==> src/hw/rtl/srw_pkg.sv <==
`default_nettype none

package srw_pkg;

	// Default sizes of the block.
	localparam int SEQ_BITS_DEF     = 8;
	localparam int WINDOW_MAX_DEF   = 16;
	localparam int PAYLOAD_BITS_DEF = 32;

	// Window size register.
	localparam int             CFG_BITS     = 5;
	localparam logic [CFG_BITS-1:0] WINDOW_RESET = 5'd4;

	// Result codes.
	typedef enum logic [1:0] {
		KIND_ACK_NEW   = 2'd0,
		KIND_ACK_DUP   = 2'd1,
		KIND_REACK_OLD = 2'd2,
		KIND_DELIVER   = 2'd3
	} kind_t;

	// Controller states.
	typedef enum logic [1:0] {
		ST_IDLE,
		ST_ACK,
		ST_DLV
	} state_t;

	// Commands from the controller to the datapath.
	typedef struct packed {
		logic accept;
		logic load_ack;
		logic load_dlv;
	} cmd_t;

	// Status from the datapath to the controller.
	typedef struct packed {
		logic in_ignore;
		logic ack_more;
		logic dlv_more;
		logic out_free;
	} sts_t;

endpackage

`default_nettype wire

==> src/hw/rtl/srw_ctrl.sv <==
`default_nettype none

module srw_ctrl
	import srw_pkg::*;
(
	input  wire  logic clk,
	input  wire  logic arst_n,
	input  wire  logic in_valid,
	output logic       in_stall,
	input  wire  sts_t sts,
	output cmd_t       cmd
);

	state_t state_q;
	state_t state_d;

	// State register.
	always_ff @(posedge clk or negedge arst_n) begin
		if (!arst_n) begin
			state_q <= ST_IDLE;
		end else begin
			state_q <= state_d;
		end
	end

	// Next state and commands.
	always_comb begin
		state_d      = state_q;
		cmd          = '0;
		in_stall     = 1'b1;
		unique case (state_q)
			ST_IDLE: begin
				in_stall   = 1'b0;
				cmd.accept = in_valid;
				if (in_valid && !sts.in_ignore) begin
					state_d = ST_ACK;
				end
			end
			ST_ACK: begin
				if (sts.out_free) begin
					cmd.load_ack = 1'b1;
					state_d      = sts.ack_more ? ST_DLV : ST_IDLE;
				end
			end
			ST_DLV: begin
				if (sts.out_free) begin
					cmd.load_dlv = 1'b1;
					state_d      = sts.dlv_more ? ST_DLV : ST_IDLE;
				end
			end
			default: begin
				state_d = ST_IDLE;
			end
		endcase
	end

endmodule

`default_nettype wire

==> src/hw/rtl/srw_dp.sv <==
`default_nettype none

module srw_dp
	import srw_pkg::*;
#(
	parameter int SEQ_BITS     = SEQ_BITS_DEF,
	parameter int WINDOW_MAX   = WINDOW_MAX_DEF,
	parameter int PAYLOAD_BITS = PAYLOAD_BITS_DEF
) (
	input  wire  logic                    clk,
	input  wire  logic                    arst_n,
	input  wire  cmd_t                    cmd,
	output sts_t                          sts,
	input  wire  logic [SEQ_BITS-1:0]     seq_number,
	input  wire  logic [PAYLOAD_BITS-1:0] payload,
	input  wire  logic                    cfg_we,
	input  wire  logic [CFG_BITS-1:0]     cfg_data,
	input  wire  logic                    out_stall,
	output logic                          out_valid,
	output logic [1:0]                    result_kind,
	output logic [SEQ_BITS-1:0]           result_seq,
	output logic [PAYLOAD_BITS-1:0]       delivered_payload,
	output logic                          last
);

	localparam int IDXW = (WINDOW_MAX > 1) ? $clog2(WINDOW_MAX) : 1;
	localparam int HALF = 1 << (SEQ_BITS - 1);
	localparam int WLIM = (WINDOW_MAX < HALF) ? WINDOW_MAX : HALF;
	localparam logic [IDXW:0]   WMAX_W = (IDXW + 1)'(WINDOW_MAX);
	localparam logic [IDXW-1:0] LAST_IDX = IDXW'(WINDOW_MAX - 1);

	// Window state: slots form a ring, head is the slot of the window base.
	logic [CFG_BITS-1:0]     ws_q;
	logic [SEQ_BITS-1:0]     base_q;
	logic [IDXW-1:0]         head_q;
	logic [WINDOW_MAX-1:0]   rcv_q;
	logic [PAYLOAD_BITS-1:0] mem [WINDOW_MAX];
	logic [PAYLOAD_BITS-1:0] rd_q;

	// Acknowledgement held for the frame being worked on.
	kind_t               kind_q;
	logic [SEQ_BITS-1:0] seq_q;

	// Output register.
	logic                    out_valid_q;
	kind_t                   out_kind_q;
	logic [SEQ_BITS-1:0]     out_seq_q;
	logic [PAYLOAD_BITS-1:0] out_pay_q;
	logic                    out_last_q;

	logic [SEQ_BITS-1:0] off;
	logic [CFG_BITS-1:0] ws_c;
	logic                in_win;
	logic                is_old;
	logic [IDXW:0]       phys_sum;
	logic [IDXW-1:0]     phys;
	logic [IDXW-1:0]     head_inc;
	logic [IDXW-1:0]     rd_addr;
	kind_t               kind_in;
	logic                out_free;

	// Classify the arriving frame against the window.
	always_comb begin
		off      = seq_number - base_q;
		ws_c     = (ws_q == '0) ? CFG_BITS'(1) : ws_q;
		in_win   = (32'(off) < 32'(ws_c)) && (32'(off) < 32'(WLIM));
		is_old   = off[SEQ_BITS-1];
		phys_sum = (IDXW + 1)'(head_q) + (IDXW + 1)'(off);
		phys     = (phys_sum >= WMAX_W) ? IDXW'(phys_sum - WMAX_W) : IDXW'(phys_sum);
		head_inc = (head_q == LAST_IDX) ? '0 : head_q + IDXW'(1);
		rd_addr  = cmd.load_dlv ? head_inc : head_q;
		if (in_win) begin
			kind_in = rcv_q[phys] ? KIND_ACK_DUP : KIND_ACK_NEW;
		end else begin
			kind_in = KIND_REACK_OLD;
		end
	end

	assign out_free = !out_valid_q || !out_stall;

	// Status toward the controller.
	always_comb begin
		sts.in_ignore = !in_win && !is_old;
		sts.ack_more  = (kind_q != KIND_REACK_OLD) && rcv_q[head_q];
		sts.dlv_more  = rcv_q[head_inc];
		sts.out_free  = out_free;
	end

	// Control state: register, base, ring head, received flags and output valid.
	always_ff @(posedge clk or negedge arst_n) begin
		if (!arst_n) begin
			ws_q        <= WINDOW_RESET;
			base_q      <= '0;
			head_q      <= '0;
			rcv_q       <= '0;
			out_valid_q <= 1'b0;
		end else begin
			if (cfg_we) begin
				ws_q <= cfg_data;
			end
			if (cmd.accept && in_win) begin
				rcv_q[phys] <= 1'b1;
			end
			if (cmd.load_dlv) begin
				rcv_q[head_q] <= 1'b0;
				head_q        <= head_inc;
				base_q        <= base_q + SEQ_BITS'(1);
			end
			if (cmd.load_ack || cmd.load_dlv) begin
				out_valid_q <= 1'b1;
			end else if (!out_stall) begin
				out_valid_q <= 1'b0;
			end
		end
	end

	// Payload store; the read always follows the head the next cycle will see.
	always_ff @(posedge clk) begin
		if (cmd.accept && in_win && !rcv_q[phys]) begin
			mem[phys] <= payload;
		end
		rd_q <= mem[rd_addr];
	end

	// Latch the acknowledgement of an accepted frame.
	always_ff @(posedge clk) begin
		if (cmd.accept) begin
			kind_q <= kind_in;
			seq_q  <= seq_number;
		end
	end

	// Output data register.
	always_ff @(posedge clk) begin
		if (cmd.load_ack) begin
			out_kind_q <= kind_q;
			out_seq_q  <= seq_q;
			out_pay_q  <= '0;
			out_last_q <= !sts.ack_more;
		end else if (cmd.load_dlv) begin
			out_kind_q <= KIND_DELIVER;
			out_seq_q  <= base_q;
			out_pay_q  <= rd_q;
			out_last_q <= !sts.dlv_more;
		end
	end

	assign out_valid         = out_valid_q;
	assign result_kind       = out_kind_q;
	assign result_seq        = out_seq_q;
	assign delivered_payload = out_pay_q;
	assign last              = out_last_q;

endmodule

`default_nettype wire

==> src/hw/rtl/selective_repeat_receive_window.sv <==
`default_nettype none

// Selective-repeat ARQ receiver. Each accepted frame (seq_number, payload) gives
// no result when it lies beyond the window, one acknowledgement when it is old or a
// duplicate, or one acknowledgement followed by in-order deliveries of every
// consecutive buffered frame from the window base; last marks the final result of
// a frame. The input is taken in ST_IDLE, the acknowledgement is loaded in ST_ACK
// and each delivery in ST_DLV; in_stall stays high until the last result of the
// frame is loaded, and an ignored frame leaves the input open. Deliveries are paced
// by the single read port of the payload store, which is read one slot ahead. The
// window size register (cfg_data) resets to 4 and is clamped to 1..min(WINDOW_MAX,
// half the sequence space); the user is to write it only when idle, which the block
// does not enforce. Received flags clear at reset; no clearing pass is needed.
module selective_repeat_receive_window
	import srw_pkg::*;
#(
	parameter int SEQ_BITS     = SEQ_BITS_DEF,
	parameter int WINDOW_MAX   = WINDOW_MAX_DEF,
	parameter int PAYLOAD_BITS = PAYLOAD_BITS_DEF
) (
	input  wire  logic                    clk,
	input  wire  logic                    arst_n,
	input  wire  logic                    in_valid,
	output logic                          in_stall,
	input  wire  logic [SEQ_BITS-1:0]     seq_number,
	input  wire  logic [PAYLOAD_BITS-1:0] payload,
	output logic                          out_valid,
	input  wire  logic                    out_stall,
	output logic [1:0]                    result_kind,
	output logic [SEQ_BITS-1:0]           result_seq,
	output logic [PAYLOAD_BITS-1:0]       delivered_payload,
	output logic                          last,
	input  wire  logic                    cfg_valid,
	output logic                          cfg_ready,
	input  wire  logic [CFG_BITS-1:0]     cfg_data
);

	cmd_t cmd;
	sts_t sts;

	// The register may be written at any time the block is idle.
	assign cfg_ready = 1'b1;

	srw_ctrl u_ctrl (
		.clk      (clk),
		.arst_n   (arst_n),
		.in_valid (in_valid),
		.in_stall (in_stall),
		.sts      (sts),
		.cmd      (cmd)
	);

	srw_dp #(
		.SEQ_BITS     (SEQ_BITS),
		.WINDOW_MAX   (WINDOW_MAX),
		.PAYLOAD_BITS (PAYLOAD_BITS)
	) u_dp (
		.clk               (clk),
		.arst_n            (arst_n),
		.cmd               (cmd),
		.sts               (sts),
		.seq_number        (seq_number),
		.payload           (payload),
		.cfg_we            (cfg_valid && cfg_ready),
		.cfg_data          (cfg_data),
		.out_stall         (out_stall),
		.out_valid         (out_valid),
		.result_kind       (result_kind),
		.result_seq        (result_seq),
		.delivered_payload (delivered_payload),
		.last              (last)
	);

`ifndef NO_ASSERTIONS
	// A frame that causes results closes the input until its results are out.
	a_busy_after_accept: assert property (@(posedge clk) disable iff (!arst_n)
		(in_valid && !in_stall && !sts.in_ignore) |=> in_stall)
		else $error("input not stalled while a frame is in work");

	// A new result is loaded only when the pending one is taken or absent.
	a_no_overwrite: assert property (@(posedge clk) disable iff (!arst_n)
		(cmd.load_ack || cmd.load_dlv) |-> sts.out_free)
		else $error("pending result overwritten");

	// A delivery command shows up as a delivery result.
	a_dlv_kind: assert property (@(posedge clk) disable iff (!arst_n)
		cmd.load_dlv |=> (out_valid && result_kind == KIND_DELIVER))
		else $error("delivery not presented");
`endif

endmodule

`default_nettype wire
==> config.mk <==
export PLATFORM = sky130hd
export DESIGN_NAME = selective_repeat_receive_window
export DESIGN_NICKNAME = d
export VERILOG_FILES = /design/src/hw/rtl/srw_pkg.sv /design/src/hw/rtl/srw_ctrl.sv /design/src/hw/rtl/srw_dp.sv /design/src/hw/rtl/selective_repeat_receive_window.sv
export SDC_FILE = /design/constraint.sdc
export NUM_CORES = 1
export LEC_CHECK = 0
export BUFFER_PORTS_ARGS = -buffer_cell sky130_fd_sc_hd__clkbuf_2
export CORE_MARGIN = 8
export CORE_UTILIZATION = 51
export CTS_CLUSTER_SIZE = 10
export DETAILED_ROUTE_END_ITERATION = 6
export PLACE_DENSITY = 0.71
export SYNTH_ARGS = -nofsm -noshare
export SYNTH_HDL_FRONTEND = slang
export SYNTH_SLANG_ARGS = --single-unit
export TNS_END_PERCENT = 10
==> constraint.sdc <==
create_clock -name clk -period 7.1 [get_ports clk]
set_clock_uncertainty 0.2 [all_clocks]
set_input_delay 1.42 -clock clk [delete_from_list [all_inputs] [get_ports clk]]
set_output_delay 1.42 -clock clk [all_outputs]
set_load 0.1 [all_outputs]
---- Word-level counts from Yosys, hierarchy flattened ----
Memories as Yosys holds them, arrays and structs flattened. A register that Yosys moved wholly into a read port is not among the register bits.
Index checks and enable logic that the tools add are counted.
storage, ports and cells
  RAM bits ................................ 512
  word-level logic and storage cells ...... 97
  register bits ........................... 89
  memories ................................ 1
  output and inout port bits .............. 46
  input port bits ......................... 50
memory list
  name      words  width  read ports  clocked after memory_dff  write ports  line          RTL
  u_dp.mem  16     32     1           1                         1            srw_dp.sv:37  logic [PAYLOAD_BITS-1:0] mem [WINDOW_MAX];
operators by class
  magnitude comparators ................... 8
  bitwise operators ....................... 3
  eq/ne operators ......................... 8
  reductions and logical operators ........ 22
  $add $sub $neg .......................... 5
  mux-type cells .......................... 38
operator list
  cell                   count
  $mux W16               2
  $mux W1                17
  $and A16 B16 Y16       1
  $mux W8                2
  $not A16 Y16           1
  $or A16 B16 Y16        1
  $lt A4 B5 Y1 const B   3
  $mux W2                7
  $bmux W1 S4            3
  $mux W4                3
  $add A8 B1 Y8 const B  1
  $demux W1 S4           2
  $ge A4 B1 Y1 const B   2
  $logic_and A1 B1 Y1    8
  $logic_not A1 Y1       8
  $lt A8 B5 Y1           1
  $lt A8 B5 Y1 const B   1
  $ne A2 B1 Y1 const B   4
  $sub A8 B8 Y8          1
  $pmux W2 S3            1
  $add A4 B5 Y5          1
  $ge A5 B5 Y1 const B   1
  $logic_not A5 Y1       1
  $mux W5                1
  other kinds (10)       11

---- Depth between registers and ports, before layout ----
  depth in word-level cells ............... 12
  gate-level depth with buffers ........... 15
  depth with buffers taken out ............ 13

---- Modules after synthesis ----
Synthesis repeated with hierarchy kept, for this count alone.
second synthesis, totals
  cells, all modules ...................... 1597
  area total of the unflattened synthesis .. 25273.0 sq um
by module, submodules not included
  module                           cells an instance  area each (sq um)  instances  sequential area each (sq um)
  srw_dp                           1581               25137.9            1          18138.6
  srw_ctrl                         14                 123.9              1          50.0
  selective_repeat_receive_window  2                  11.3               1          0.0

---- Worst setup path before layout ----
No wires, ideal clock.
  path kind ............................... input port to flip-flop
  start point ............................. in seq_number[0]
  end point ............................... mem u_dp.mem[0][0] (netlist name) (enable)
  setup slack ............................. 0.168 ns
  arrival ................................. 6.271 ns
  stages on the path ...................... 11
  required time ........................... 6.439 ns
  cells stage by stage .................... inv_1 ha_1 inv_1 fa_1 inv_1 fa_1 clkbuf_1 mux4_2 mux2i_1 nand2_1 nor3_1
on the way
  word-level cells in the longest chain between the ends .. 10
RTL lines
  item                                                  line                                   RTL
  from (decl)                                           selective_repeat_receive_window.sv:25  input wire logic [SEQ_BITS-1:0] seq_number,
  $sub A8 B8 Y8 (*)                                     srw_dp.sv:64                           off = seq_number - base_q;
  $add A4 B5 Y5                                         srw_dp.sv:68                           phys_sum = (IDXW + 1)'(head_q) + (IDXW + 1)'(off);
  $sub A4 B1 Y4 / $ge A5 B5 Y1 (equally long branches)  srw_dp.sv:69                           phys = (phys_sum >= WMAX_W) ? IDXW'(phys_sum - WMAX_W) : IDXW'(phys_sum);
  $mux W4                                               srw_dp.sv:69
  $bmux W1 S4                                           srw_dp.sv:119                          if (cmd.accept && in_win && !rcv_q[phys]) begin
  $mux W1 (not written as such)                         srw_dp.sv:119
  $logic_not A1 Y1                                      srw_dp.sv:119
  $logic_and A1 B1 Y1                                   srw_dp.sv:119
  $mux W1                                               srw_dp.sv:119
  $mux W1 (not written as such)                         srw_dp.sv:120                          mem[phys] <= payload;
  to (decl)                                             srw_dp.sv:37
Mark *: on every way between the ends. The rest lies on a longest branch, timed or not. The select of a mux whose other input is x is not followed.

---- Worst setup path after layout ----
  start point ............................. in seq_number[0]
  end point ............................... mem u_dp.mem[4][8] (netlist name) (enable)
Same word-level chain as after synthesis.

==> results.md <==
* Startpoint of the most critical setup path: seq_number[0]
* Class of the most critical hold timing path: reg2reg
* Count of buffers added by post-CTS timing repair for setup at 0
* Flip-flop and latch count after synthesis at 633
* DP Area at ~26000 µm²
* Num Clock Sinks at 633
* Largest voltage drop on the vdd net at between 0.15 and 0.2 mV
* Routed wire per std cell at around 24 µm
* Post-synthesis sequential area ratio at between 70% and 80%
* Critical path fanouts, max at 32
* Flop2flop setup slack at about 2.3 ns
* Remaining antenna violation count at 0
* Total routing resource utilization after global routing at slightly above 20%
* Via count at 14700
* Worst-case headroom to the max-slew limit at 25.1%
* Share of final-layout standard cells stronger than drive strength 1 at approximately 18%
* Net Count, Synth at 1731
* Buffer type at the clock tree root: sky130_fd_sc_hd__clkbuf_16
* Total setup violations reported at the end of the flow at 0
* Highest Clock Rate at 191 MHz
* GP Congestion at 0.885
* Via-to-Cell Ratio at roughly 6
* Number of enable flip-flop cells after synthesis at ~530
* Total leakage power at 9.69 nW
* Number of antenna violations at the first check in global routing at 1
* Minimum setup slack in the final design at 1.88 ns
* Final design instance area without fill at 28300 µm²
* Source-to-sink clock delay at the later pin of the worst-skew pair at between 0.5 and 0.6 ns
* Final Core Density at 58.3%
* Mapped cell area at 24900 µm²
* Starting DRC count in detailed routing at 1573
* Post-Syn Instances at 1660
* Cell area power density at approximately 370 nW/µm²
* Number of pins with negative max-slew slack in the final report at 0
* Worst path required time at 7.11 ns
* Clock tree from TritonCTS: yes
* DRT Pass-1 Iters at 5
* Most instantiated flip-flop cell in the synthesis netlist: sky130_fd_sc_hd__edfxtp_1
* Worst Max-Slew Pin Slew at approximately 1.1 ns
* Synth cell types at 62
* Critical Path End Type: flip-flop
* Part of the cycle the worst path needs at 73.6%
* RSZ-0062 raised after global routing: no
* Share of flip-flops with an asynchronous set or reset after synthesis at 5.69%
* Number of levels in the clock H-tree at 3
* Total number of placement rows at 81
* First-pass GRT wire length at 88900 µm
* Number of antenna cells inserted at 0
* Setup TNS after final layout at 0 ns
* Number of global-route vias before repair at 14900
* Max-cap violations at 0
* Clock-pin transition on the worst setup and hold timing paths at 0.05 ns
* FF-to-FF path depth at 9
* HPWL Detailed at roughly 34000 µm
* Crit Path Category: in2reg
* Clock buffer count from CTS at 74
* Area of the core at between 40000 and 50000 µm²
* Synth-to-Final Area Change at 13.6%
* Outcome: finished clean
* Worst Setup Slack post-DPL at ~1.3 ns
* Ports placed on the boundary at 96
* Hold_buf cts at 0
* Max clock buf depth at 3
* Pin count of the biggest net entering global routing at 76
* Residual DRC at 0
* Sum of routed wire length over all layers at 57900 µm
* CTS-repair resized insts at 0
* Die Outline Area at 56200 µm²
* Cell Count, Final, Fillers Out at 2449
* Die Span Y at between 200 and 250 µm
* Capture point of the worst reg-to-reg path: u_dp.rd_q[8]
* Worst setup path endpoint: u_dp.mem[4][8]
* Number of hold violations in the final report at 0
* Placed cell count at 2316
* Crit start category: input pin
* Ys Warns at 0
* Reg2reg start: u_dp.head_q[1]
* Synthesized area per cell at 15.0 µm²
* Worst path arrival time at between 5 and 6 ns
* Final Critical Period at 5.22 ns
* Number of I/O port buffers at 94
* Initial core utilization at between 50% and 60%
* Nets at roughly 1800
* Die Span X at around 240 µm
* Total gr overflow at 0
-- metrics by stage --
step | hold slack (ns) | total power, W
CTS | 0.238 | 0.0105
finish | 0.234 | 0.0104
global placement | 0.228 | 0.00703
global route | 0.249 | 0.0109
floorplan | 0.217 | 0.00635
detailed placement | 0.230 | 0.00709
-- registers in the layout (all words and copies together), names as in the netlist, 4 cells and up --
name	flops
u_dp.seq_q	8
u_dp.ws_q	5
u_dp.base_q	8
u_dp.delivered_payload	32
u_dp.head_q	4
u_dp.rd_q	32
u_dp.result_seq	8
u_dp.mem	512
u_dp.rcv_q	16
-- worst min path at each step --
stage / start / endpoint / slack [ns] / cells after the start
6_report: u_dp.rd_q[24] / u_dp.delivered_payload[24] / 0.23 / 2
3_3_place_gp: u_dp.rd_q[25] / u_dp.delivered_payload[25] / 0.23 / 2
2_1_floorplan: u_dp.rd_q[0] / u_dp.delivered_payload[0] / 0.22 / 2
3_5_place_dp: u_dp.rd_q[26] / u_dp.delivered_payload[26] / 0.23 / 2
5_1_grt: u_dp.rd_q[24] / u_dp.delivered_payload[24] / 0.25 / 2
4_1_cts: u_dp.rd_q[26] / u_dp.delivered_payload[26] / 0.24 / 2
-- cells in the mapped netlist, types with 20 or more instances --
cell type / number / area share [%]
sky130_fd_sc_hd__buf_2: 27 / 0.54
sky130_fd_sc_hd__nand3_1: 70 / 1.4
sky130_fd_sc_hd__nor2_1: 34 / 0.51
sky130_fd_sc_hd__nand2_1: 357 / 5.4
sky130_fd_sc_hd__o21ai_0: 27 / 0.54
sky130_fd_sc_hd__clkbuf_1: 47 / 0.71
sky130_fd_sc_hd__o211ai_1: 21 / 0.63
sky130_fd_sc_hd__dfxtp_1: 64 / 5.1
sky130_fd_sc_hd__edfxtp_1: 533 / 64
sky130_fd_sc_hd__a211oi_1: 20 / 0.60
sky130_fd_sc_hd__a22oi_1: 26 / 0.78
sky130_fd_sc_hd__dfrtp_1: 35 / 3.5
sky130_fd_sc_hd__a21oi_1: 46 / 0.92
sky130_fd_sc_hd__mux4_2: 71 / 6.4
sky130_fd_sc_hd__a31oi_1: 37 / 0.93
sky130_fd_sc_hd__inv_1: 22 / 0.33
-- kinds of logic after synthesis --
kind of cell	after synthesis	share of synthesized area (%)
flops	633	72.9
xor+xnor	19	0.727
simple gates	537	9.36
compound gates	247	6.78
buf+inv	119	2.20
fa+ha+maj	21	1.11
mux	83	6.90
other cells	1	0.0150
-- layout by cell type (no fill, tap or decap), types with 7 or more instances in the layout --
cell,Yosys,layout
sky130_fd_sc_hd__nor3_2,9,7
sky130_fd_sc_hd__o21ai_0,27,27
sky130_fd_sc_hd__mux4_2,71,71
sky130_fd_sc_hd__nand2_1,357,356
sky130_fd_sc_hd__buf_4,6,28
sky130_fd_sc_hd__a311oi_1,9,9
sky130_fd_sc_hd__edfxtp_1,533,533
sky130_fd_sc_hd__nand4_1,10,10
sky130_fd_sc_hd__o211ai_1,21,21
sky130_fd_sc_hd__nor3_4,0,9
sky130_fd_sc_hd__xnor2_1,13,12
sky130_fd_sc_hd__a32oi_1,7,7
sky130_fd_sc_hd__a211oi_1,20,20
sky130_fd_sc_hd__clkbuf_2,0,94
sky130_fd_sc_hd__nand3_1,70,70
sky130_fd_sc_hd__nor2_1,34,32
sky130_fd_sc_hd__mux2i_1,10,10
sky130_fd_sc_hd__o21ai_1,13,13
sky130_fd_sc_hd__a22oi_1,26,26
sky130_fd_sc_hd__a32o_1,16,16
sky130_fd_sc_hd__dfxtp_1,64,64
sky130_fd_sc_hd__a21oi_1,46,46
sky130_fd_sc_hd__a31oi_1,37,37
sky130_fd_sc_hd__ha_1,19,19
sky130_fd_sc_hd__clkbuf_16,0,77
sky130_fd_sc_hd__dfrtp_1,35,35
sky130_fd_sc_hd__clkbuf_1,47,52
sky130_fd_sc_hd__inv_1,22,22
sky130_fd_sc_hd__and3_1,19,19
-- critical path: stages --
cell	delay [ns]
sky130_fd_sc_hd__clkbuf_2	0.09
sky130_fd_sc_hd__inv_1	0.06
sky130_fd_sc_hd__ha_1	0.17
sky130_fd_sc_hd__inv_1	0.07
sky130_fd_sc_hd__fa_1	0.59
sky130_fd_sc_hd__inv_1	0.08
sky130_fd_sc_hd__fa_1	0.83
sky130_fd_sc_hd__mux4_2	0.58
sky130_fd_sc_hd__mux2i_1	0.14
sky130_fd_sc_hd__nand2_1	0.38
sky130_fd_sc_hd__nor3_4	0.26
sky130_fd_sc_hd__buf_4	0.53
-- final cells by class --
| cell class | instances | area, µm² |
|---|---|---|
| clock inverter | 3 | 26.3 |
| inverter | 27 | 104 |
| timing repair buffer | 126 | 761 |
| tap | 622 | 778 |
| clock buffer | 130 | 2140 |
| multi-input combinational | 908 | 6350 |
| sequential | 633 | 18200 |
| fill | 3633 | 20300 |
-- routing by layer --
metal	GRT usage, %	routed length [µm]	vias to the layer above
li1	-	-	6546
met1	27.3	24000	7375
met2	34.1	28200	642
met3	3.87	4170	112
met4	6.59	1490	2
met5	0	13	-
-- power by group --
group / switching, W / total, W / internal (W)
combinational: 0.00172 / 0.00263 / 0.000907
clock: 0.00137 / 0.00340 / 0.00203
sequential: 0.000145 / 0.00439 / 0.00424
No activity file was read; power rests on OpenSTA's default activity.
